<file path="src/rtl/wsfd_pkg.sv">
// wsfd_pkg: shared types and constants for the websocket frame deframer
// used by wsfd_parser and websocket_frame_deframer, no dependencies

package wsfd_pkg;

    // header parse phases
    typedef enum logic [2:0] {
        PH_IDLE    = 3'd0,
        PH_LEN     = 3'd1,
        PH_EXT_HI  = 3'd2,
        PH_EXT_LO  = 3'd3,
        PH_KEY     = 3'd4,
        PH_PAYLOAD = 3'd5,
        PH_DROP    = 3'd6
    } phase_t;

    // result kinds
    typedef enum logic [1:0] {
        KIND_PAYLOAD = 2'd0,
        KIND_EMPTY   = 2'd1,
        KIND_REJECT  = 2'd2
    } kind_t;

    // 7-bit length codes that escape to extended lengths
    localparam logic [6:0] LEN_EXT16 = 7'd126;
    localparam logic [6:0] LEN_EXT64 = 7'd127;

    localparam logic [1:0] KEY_LAST = 2'd3;

    // one result beat as produced by the parser
    typedef struct packed {
        logic        valid;
        kind_t       kind;
        logic [7:0]  data;
        logic        last;
        logic [15:0] length;
    } result_t;

endpackage

</file>
<file path="src/rtl/wsfd_parser.sv">
// wsfd_parser: frame header parser state and per-byte unmasking
// depends on wsfd_pkg

module wsfd_parser (
    input  logic               aclk,
    input  logic               aresetn,
    input  logic               step,
    input  logic [7:0]         in_byte,
    input  logic               frame_start,
    output wsfd_pkg::result_t  result
);

    wsfd_pkg::phase_t phase_reg, phase_next;
    logic [15:0]      flen_reg, flen_next;
    logic [15:0]      rem_reg, rem_next;
    logic             mask_reg, mask_next;
    logic [3:0][7:0]  key_reg, key_next;
    logic [1:0]       kidx_reg, kidx_next;

    logic             known;
    logic [15:0]      known_len;
    logic             known_mask;
    logic [6:0]       len7;
    logic [15:0]      rem_dec;

    assign len7    = in_byte[6:0];
    assign rem_dec = rem_reg - 16'd1;

    always_comb begin
        phase_next = phase_reg;
        flen_next  = flen_reg;
        rem_next   = rem_reg;
        mask_next  = mask_reg;
        key_next   = key_reg;
        kidx_next  = kidx_reg;
        known      = 1'b0;
        known_len  = flen_reg;
        known_mask = mask_reg;
        result     = '0;
        result.kind = wsfd_pkg::KIND_PAYLOAD;

        if (frame_start) begin
            phase_next = wsfd_pkg::PH_LEN;
            flen_next  = '0;
            rem_next   = '0;
            mask_next  = 1'b0;
            kidx_next  = '0;
        end else begin
            unique case (phase_reg)
                wsfd_pkg::PH_LEN: begin
                    mask_next = in_byte[7];
                    if (len7 == wsfd_pkg::LEN_EXT64) begin
                        phase_next   = wsfd_pkg::PH_DROP;
                        flen_next    = '0;
                        result.valid = 1'b1;
                        result.kind  = wsfd_pkg::KIND_REJECT;
                        result.last  = 1'b1;
                    end else if (len7 == wsfd_pkg::LEN_EXT16) begin
                        phase_next = wsfd_pkg::PH_EXT_HI;
                    end else begin
                        flen_next  = {9'd0, len7};
                        known      = 1'b1;
                        known_len  = {9'd0, len7};
                        known_mask = in_byte[7];
                    end
                end
                wsfd_pkg::PH_EXT_HI: begin
                    flen_next  = {in_byte, 8'h00};
                    phase_next = wsfd_pkg::PH_EXT_LO;
                end
                wsfd_pkg::PH_EXT_LO: begin
                    flen_next  = {flen_reg[15:8], in_byte};
                    known      = 1'b1;
                    known_len  = {flen_reg[15:8], in_byte};
                    known_mask = mask_reg;
                end
                wsfd_pkg::PH_KEY: begin
                    key_next[kidx_reg] = in_byte;
                    if (kidx_reg == wsfd_pkg::KEY_LAST) begin
                        kidx_next = '0;
                        if (flen_reg == 16'd0) begin
                            phase_next   = wsfd_pkg::PH_IDLE;
                            result.valid = 1'b1;
                            result.kind  = wsfd_pkg::KIND_EMPTY;
                            result.last  = 1'b1;
                        end else begin
                            rem_next   = flen_reg;
                            phase_next = wsfd_pkg::PH_PAYLOAD;
                        end
                    end else begin
                        kidx_next = kidx_reg + 2'd1;
                    end
                end
                wsfd_pkg::PH_PAYLOAD: begin
                    kidx_next     = kidx_reg + 2'd1;
                    rem_next      = rem_dec;
                    result.valid  = 1'b1;
                    result.kind   = wsfd_pkg::KIND_PAYLOAD;
                    result.data   = mask_reg ? (in_byte ^ key_reg[kidx_reg]) : in_byte;
                    result.last   = (rem_dec == 16'd0);
                    result.length = flen_reg;
                    if (rem_dec == 16'd0) begin
                        phase_next = wsfd_pkg::PH_IDLE;
                    end
                end
                wsfd_pkg::PH_IDLE, wsfd_pkg::PH_DROP: begin
                    // bytes outside a frame are dropped
                end
                default: begin
                    phase_next = wsfd_pkg::PH_IDLE;
                end
            endcase

            // length settled: go to key, empty-frame result or payload
            if (known) begin
                kidx_next = '0;
                if (known_mask) begin
                    phase_next = wsfd_pkg::PH_KEY;
                end else if (known_len == 16'd0) begin
                    phase_next   = wsfd_pkg::PH_IDLE;
                    result.valid = 1'b1;
                    result.kind  = wsfd_pkg::KIND_EMPTY;
                    result.last  = 1'b1;
                end else begin
                    rem_next   = known_len;
                    phase_next = wsfd_pkg::PH_PAYLOAD;
                end
            end
        end
    end

    always_ff @(posedge aclk) begin
        if (!aresetn) begin
            phase_reg <= wsfd_pkg::PH_IDLE;
            flen_reg  <= '0;
            rem_reg   <= '0;
            mask_reg  <= 1'b0;
            key_reg   <= '0;
            kidx_reg  <= '0;
        end else if (step) begin
            phase_reg <= phase_next;
            flen_reg  <= flen_next;
            rem_reg   <= rem_next;
            mask_reg  <= mask_next;
            key_reg   <= key_next;
            kidx_reg  <= kidx_next;
        end
    end

endmodule

</file>
<file path="src/rtl/websocket_frame_deframer.sv">
// websocket_frame_deframer: top level, byte-serial frame parser with unmasking
// depends on wsfd_pkg and wsfd_parser
//
//  channel | dir | handshake          | beat payload
//  --------+-----+--------------------+-------------------------------------------
//  s_      | in  | s_valid / s_ready  | s_in_byte, s_frame_start
//  m_      | out | m_valid / m_ready  | m_kind, m_out_byte, m_last_of_frame,
//          |     |                    | m_payload_length
//
// one input beat per cycle while s_ready is high; each beat yields zero or one result beat
// a result beat is registered once: the parser state update and xor sit ahead
// of the output register, which is the only pipeline stage
// s_ready stays high while the output register is empty or being drained,
// so a steady m_ready gives full rate; a stalled output holds its beat
// reset (aresetn low, synchronous) returns the parser to waiting for a
// frame start and empties the output register

module websocket_frame_deframer (
    input  logic        aclk,
    input  logic        aresetn,

    input  logic        s_valid,
    output logic        s_ready,
    input  logic [7:0]  s_in_byte,
    input  logic        s_frame_start,

    output logic        m_valid,
    input  logic        m_ready,
    output logic [1:0]  m_kind,
    output logic [7:0]  m_out_byte,
    output logic        m_last_of_frame,
    output logic [15:0] m_payload_length
);

    logic              in_beat;
    wsfd_pkg::result_t res;

    logic              out_valid_reg, out_valid_next;
    wsfd_pkg::result_t out_reg;

    // accept when the output slot is free or emptying this cycle
    assign s_ready = !out_valid_reg || m_ready;
    assign in_beat = s_valid && s_ready;

    wsfd_parser u_parser (
        .aclk        (aclk),
        .aresetn     (aresetn),
        .step        (in_beat),
        .in_byte     (s_in_byte),
        .frame_start (s_frame_start),
        .result      (res)
    );

    // output slot fills on a result, holds while stalled
    assign out_valid_next = (in_beat && res.valid) || (out_valid_reg && !m_ready);

    always_ff @(posedge aclk) begin
        if (!aresetn) begin
            out_valid_reg <= 1'b0;
        end else begin
            out_valid_reg <= out_valid_next;
        end
    end

    // payload register, no reset needed
    always_ff @(posedge aclk) begin
        if (in_beat && res.valid) begin
            out_reg <= res;
        end
    end

    assign m_valid          = out_valid_reg;
    assign m_kind           = out_reg.kind;
    assign m_out_byte       = out_reg.data;
    assign m_last_of_frame  = out_reg.last;
    assign m_payload_length = out_reg.length;

endmodule
</file>
<file path="config.mk">
export PLATFORM = sky130hd
export DESIGN_NAME = websocket_frame_deframer
export DESIGN_NICKNAME = d
export VERILOG_FILES = /design/src/rtl/wsfd_pkg.sv /design/src/rtl/wsfd_parser.sv /design/src/rtl/websocket_frame_deframer.sv
export SDC_FILE = /design/constraint.sdc
export NUM_CORES = 1
export LEC_CHECK = 0
export BUFFER_PORTS_ARGS = -buffer_cell sky130_fd_sc_hd__buf_2
export CAP_MARGIN = 20
export CELL_PAD_IN_SITES_DETAIL_PLACEMENT = 1
export CELL_PAD_IN_SITES_GLOBAL_PLACEMENT = 1
export CORE_MARGIN = 4
export CORE_UTILIZATION = 47
export CTS_BUF_LIST = sky130_fd_sc_hd__clkbuf_16
export CTS_CLUSTER_DIAMETER = 80
export CTS_CLUSTER_SIZE = 30
export DETAILED_ROUTE_END_ITERATION = 16
export PLACE_DENSITY = 0.9
export REMOVE_ABC_BUFFERS = 1
export SLEW_MARGIN = 20
export SYNTH_ARGS = -nofsm -noshare
export SYNTH_HDL_FRONTEND = slang
export SYNTH_SLANG_ARGS = --single-unit
export TNS_END_PERCENT = 20
</file>
<file path="constraint.sdc">
create_clock -name aclk -period 4 [get_ports aclk]
set_input_delay 0.2 -clock aclk [delete_from_list [all_inputs] [get_ports aclk]]
set_output_delay 0.2 -clock aclk [all_outputs]
set_load 0.05 [all_outputs]
</file>
==> impl_metrics.ini, run 1 <==
[grt]
grt_use_total = 0.259
grt_overflow = 0
grt_pass1_vias = 5000
antenna_found_initial = 0
grt_max_degree = 53
grt_pass1_wl_mm = 27.1

[pwr]
internal_power_mw = 1.53
swShare = 0.255
seq_power_share = 0.502
p_clk_frac = 0.413
p_leak_nw = 2.48
ir_drop_v = 0.000267
pwr-share-comb = 0.085
power.switching_uw = 525
power_density_nw_per_um2 = 345
power_mw = 2.06

[sta]
max_freq_ghz = 0.297
tns_ns = 0
finalCriticalPeriod_ns = 3.36
max-slew-margin-rel = 0.364
slew_violations = 0
finClkSkew_ns = 0.00501
final_hold_viol_count = 0
fin_crit_sh = 0.841
setup_slack_ns = 0.636
worst_slew_pin_slew_ns = 0.953
setup_viol = 0
rsz0062_at_grt = no

[worst_setup_path]
crit_path_end_kind = flip-flop
critPathArrivalTime_ns = 3.38
reg2regPathDepth = 8
rrSetupSlack_ns = 0.64
critPathTopFamily = compound AO/OA/AOI/OAI gates
critPathLaunchType = flip-flop
crit_slowest_cell = dfxtp_1
r2r_start = u_parser.phase_reg[0]$_SDFFE_PN0P_
path_cells = nand2b_1 -> a21o_1 -> a221oi_1 -> nand4_1 -> a211oi_1 -> o21ai_0 -> inv_1 -> buf_4
critPathKind = reg2reg
crit_required_ns = 4.01
cp_num_buf_inv = 2
timing.rr.end = m_payload_length[15]$_SDFFCE_PN0P_
worstPathMaxFanout = 27
slowest_delay_ns = 0.83

[synth]
dominantRegCellSynth = dfxtp_1
syn-cell-area_um2 = 5450
async_reset_ff_frac = 0
ys_types = 61
synth-seq-cells = 98
syn_area_per_cell_um2 = 9.28
yosysWarnings = 0
synth_cells = 587
yosysSeqAreaShare = 0.410
synth_edf_count = 27

[place]
gp_congestion = 0.914
dp_hpwl_mm = 12.0
portBuffers = 41
place_inst = 729
dpl_worst_slack_ns = 0.768
placed_area_um2 = 5680

[cts]
ctsHoldBuffers = 0
clockBufferDepth = 2
clk_latency_ns = 0.35
clock_sinks = 98
cts_setup_buffers = 0
clk_pin_slew_worst_paths_ns = 0.07
cts_made_buffers = 9
htreeDepth = 3
cts_resized = 0
cts-root-buf = clkbuf_16
cts_tree = built

[route]
firstDrtPassIters = 5
ant_nets = 0
vias = 4842
vias_per_cell = 6.50
drcViolationCount = 0
wl_per_cell_um = 22.7
first_iter_violations = 543
routed_wl_mm = 16.9

[final_layout]
n_antenna_cell = 0
drive_gt1_frac = 0.130
area_growth_pct = 9.44
fillers = 1304
regArea_um2 = 2230
nets = 616
largest_reg_flops = 32
final_area_um2 = 5960
final_cell_count_no_fill = 745
multi_input_area_um2 = 2970

[worst_hold_path]
min_to = u_parser.phase_reg[0]$_SDFFE_PN0P_
hold_depth = 3
hp-class = in2reg
hold_start = aresetn

[floorplan]
io-pin-count = 42
die_area_um2 = 13400
dieWidth_um = 116
die_h_um = 116
rows = 39
core_area_um2 = 11400
initial_core_util = 0.479

[status]
status = completed

[run]
maxCapViolCount = 0
[logic make-up after synthesis]
logic type / Yosys count / share of synthesized area
buffers and inverters: 59 / 0.0448
AOI/OAI and AO/OA: 136 / 0.183
muxes: 41 / 0.0937
xor gates and xnor gates: 14 / 0.0225
and+or+nand+nor: 233 / 0.232
DFF: 98 / 0.410
adders and majority gates: 6 / 0.0138
[area by class of cell]
class / count / share of cell area
multi-input cells: 430 / 0.499
flip-flops and latches: 98 / 0.374
well taps: 143 / 0.0300
repair buffers: 47 / 0.0420
clock buffers: 10 / 0.0420
inverters: 11 / 0.00692
clock inverters: 6 / 0.00629
[worst min-delay path, stage by stage]
cell and delay [ns]:
buf_2 0.17, o21ai_0 0.10, a21oi_1 0.05
[how the worst max path moves through the flow]
stage | startpoint | endpoint | slack, ns | cells past startpoint
final | u_parser.phase_reg[0]$_SDFFE_PN0P_ | m_payload_length[15]$_SDFFCE_PN0P_ | 0.64 | 8
after global routing | u_parser.phase_reg[0]$_SDFFE_PN0P_ | m_payload_length[4]$_SDFFCE_PN0P_ | 0.39 | 8
after CTS | u_parser.phase_reg[0]$_SDFFE_PN0P_ | m_payload_length[15]$_SDFFCE_PN0P_ | 0.73 | 8
after detailed placement | u_parser.phase_reg[0]$_SDFFE_PN0P_ | m_payload_length[15]$_SDFFCE_PN0P_ | 0.77 | 8
after global placement | u_parser.phase_reg[0]$_SDFFE_PN0P_ | m_payload_length[10]$_SDFFCE_PN0P_ | 0.94 | 8
after floorplan | m_valid$_SDFF_PN0_ | m_kind[0]$_SDFFCE_PP0P_ | 0.96 | 5
[Yosys cell counts, types with 7 or more instances]
master,number,area (um^2)
o21ai_0,21,105
nand3_1,19,95.1
mux4_2,8,180
a21oi_1,21,105
a22oi_1,10,75.1
o221ai_1,9,78.8
and3_1,19,119
mux2i_1,33,330
edfxtp_1,27,811
nor2b_1,47,294
nor3_1,15,75.1
xor2_1,9,78.8
nand2_1,36,135
nand2b_1,9,56.3
dfxtp_1,71,1420
clkbuf_1,40,150
nor2_1,36,135
a21o_1,9,67.6
inv_1,11,41.3
nor4_1,14,87.6
a32oi_1,7,61.3
[power by group through the flow]
stage	Combinational (mW)	Sequential (mW)	Clock, mW
after floorplan	0.0982	1.06	0
after global placement	0.165	1.06	0
after detailed placement	0.171	1.06	0
after CTS	0.172	1.03	0.859
after global routing	0.190	1.03	0.906
final	0.175	1.03	0.850
[through the flow]
step / hold WS (ns) / util
finish: 0.221 / 0.525
global route: 0.219 / 0.525
CTS: 0.213 / 0.525
detailed placement: 0.509 / 0.499
global placement: 0.494 / 0.499
floorplan: 0.322 / -
[layer usage]
metal	GRT usage	wire (um)	share of wire	up-vias
met5	0	0	0	-
met4	0.0951	438	0.026	0
met3	0.0423	1000	0.059	41
met2	0.462	8660	0.51	204
met1	0.315	6810	0.40	2397
li1	-	-	-	2200
[placed cells by master (no fill, tap or decap), drive strengths merged, types with 7 or more instances in the layout]
cell type,synthesis,final
and3,19,19
a21oi,21,21
inv,11,15
nor3,16,16
o221ai,9,9
nand3,19,19
xor2,9,9
buf,8,47
nor2b,47,47
a21o,9,9
a22oi,11,11
nor4,14,14
o21ai,22,22
nand2b,9,9
mux4,8,8
dfxtp,71,71
nor2,36,36
nand2,36,36
edfxtp,27,27
a32oi,7,7
mux2i,33,33
clkbuf,40,10
No activity file was read; power rests on OpenSTA's default activity.
==> inputs of run 2 (changes only) <==
==> constraint.sdc (replaced) <==
create_clock -name aclk -period 3.3 [get_ports aclk]
set_input_delay 0.165 -clock aclk [delete_from_list [all_inputs] [get_ports aclk]]
set_output_delay 0.165 -clock aclk [all_outputs]
set_load 0.05 [all_outputs]
==> run 2 against run 1 <==
  * Worst hold slack lost 0.034 ns
  * Die area is the same
  * Utilization grew 0.51 points
  * Wire length grew 4.3%
  * First-iteration DRC count shrank 20%
  * Clock skew grew 0.0027 ns
  * Sequential power grew 21%
  * Maximum frequency grew 13%
  * Via count grew 2.6%
  * Critical endpoint is now u_parser.phase_reg[1]$_SDFFE_PN0P_
  * Largest power group unchanged
==> impl_metrics.ini, run 2 (synthesis results as in run 1) <==
[worst_setup_path]
crit_required_ns = 3.58
critPathLaunchType = flip-flop
path_cells = inv_1 -> ha_1 -> or3b_1 -> nor4b_1 -> o21ai_1 -> a2111oi_4 -> a22oi_2 -> or3_1 -> a21boi_1
critPathKind = reg2reg
slowest_delay_ns = 0.48
crit_slowest_cell = or3b_1
critPathArrivalTime_ns = 3.26
worstPathMaxFanout = 10
crit_path_end_kind = flip-flop
cp_num_buf_inv = 1
critPathTopFamily = simple AND/OR/NAND/NOR gates

[status]
status = completed

[place]
portBuffers = 41
gp_congestion = 0.945
dp_hpwl_mm = 12.2
placed_area_um2 = 5760
dpl_worst_slack_ns = 0.367
place_inst = 739

[floorplan]
die_area_um2 = 13400
initial_core_util = 0.479
dieWidth_um = 116
core_area_um2 = 11400
rows = 39
io-pin-count = 42
die_h_um = 116

[route]
first_iter_violations = 432
vias = 4968
drcViolationCount = 0
firstDrtPassIters = 5
wl_per_cell_um = 23.3
vias_per_cell = 6.58
ant_nets = 0
routed_wl_mm = 17.6

[final_layout]
nets = 626
multi_input_area_um2 = 2970
mostFrequentLayoutCells = dfxtp_1, nor2b_1, buf_2, nand2_1, nor2_1
final_cell_count_no_fill = 755
area_growth_pct = 10.5
fin_util = 0.530
drive_gt1_frac = 0.137
regArea_um2 = 2230
fillers = 1302
final_area_um2 = 6020
final_common_cell = dfxtp_1
n_antenna_cell = 0
largest_reg_flops = 32

[sta]
finClkSkew_ns = 0.00771
finalCriticalPeriod_ns = 2.98
final_hold_viol_count = 0
worst_slew_pin_slew_ns = 0.751
slew_violations = 0
fin_crit_sh = 0.904
max-slew-margin-rel = 0.498
max_freq_ghz = 0.335
tns_ns = 0
rsz0062_at_grt = no
setup_slack_ns = 0.317
setup_viol = 0
hold_ws_ns = 0.187

[grt]
grt_overflow = 0
antenna_found_initial = 0
grt_use_total = 0.268
grt_pass1_wl_mm = 27.9
grt_pass1_vias = 5216
grt_max_degree = 54

[pwr]
p_leak_nw = 2.52
power_density_nw_per_um2 = 404
ir_drop_v = 0.000361
power_mw = 2.43

[cts]
clk_latency_ns = 0.35
cts_setup_buffers = 0
cts_tree = built
clockBufferDepth = 2
clock_sinks = 98
htreeDepth = 3
cts_made_buffers = 9
ctsHoldBuffers = 0
clk_pin_slew_worst_paths_ns = 0.07
cts-root-buf = clkbuf_16
cts_resized = 0

[worst_hold_path]
hp-class = in2reg

[run]
maxCapViolCount = 0
run 2: layout make-up:
| class | count | share of cell area |
|---|---|---|
| clock buffer | 9 | 0.0374 |
| clock inverter | 7 | 0.00540 |
| inverter | 11 | 0.00686 |
| multi-input combinational | 430 | 0.494 |
| sequential | 98 | 0.371 |
| tap | 143 | 0.0297 |
| timing repair buffer | 57 | 0.0561 |
run 2: worst min-delay path, cell delays in order:
cell and delay, ns:
buf_2 0.08, nand2b_1 0.15, a21boi_0 0.10
run 2: final timing paths:
path | slack [ns] | endpoint | from | cells past startpoint
max | 0.32 | u_parser.phase_reg[1]$_SDFFE_PN0P_ | u_parser.rem_reg[0]$_SDFFE_PN0P_ | 9
min | 0.19 | m_valid$_SDFF_PN0_ | m_ready | 3
max reg2reg | 0.32 | u_parser.phase_reg[1]$_SDFFE_PN0P_ | u_parser.rem_reg[0]$_SDFFE_PN0P_ | 9
min reg2reg | 0.53 | u_parser.key_reg[17]$_SDFFE_PN0P_ | u_parser.key_reg[17]$_SDFFE_PN0P_ | 2
run 2: layer usage:
layer / track usage / routed length [um] / vias up
met1: 0.326 / 7110 / 2444
met4: 0.113 / 627 / 0
met5: 0 / 0 / -
met3: 0.0480 / 1110 / 60
li1: - / - / 2216
met2: 0.468 / 8780 / 248
run 2: where the power goes:
| group | internal [mW] | switching [mW] | leakage (nW) |
|---|---|---|---|
| Combinational | 0.0737 | 0.160 | 1.54 |
| Clock | 0.498 | 0.451 | 0.142 |
| Sequential | 1.24 | 0.0126 | 0.838 |
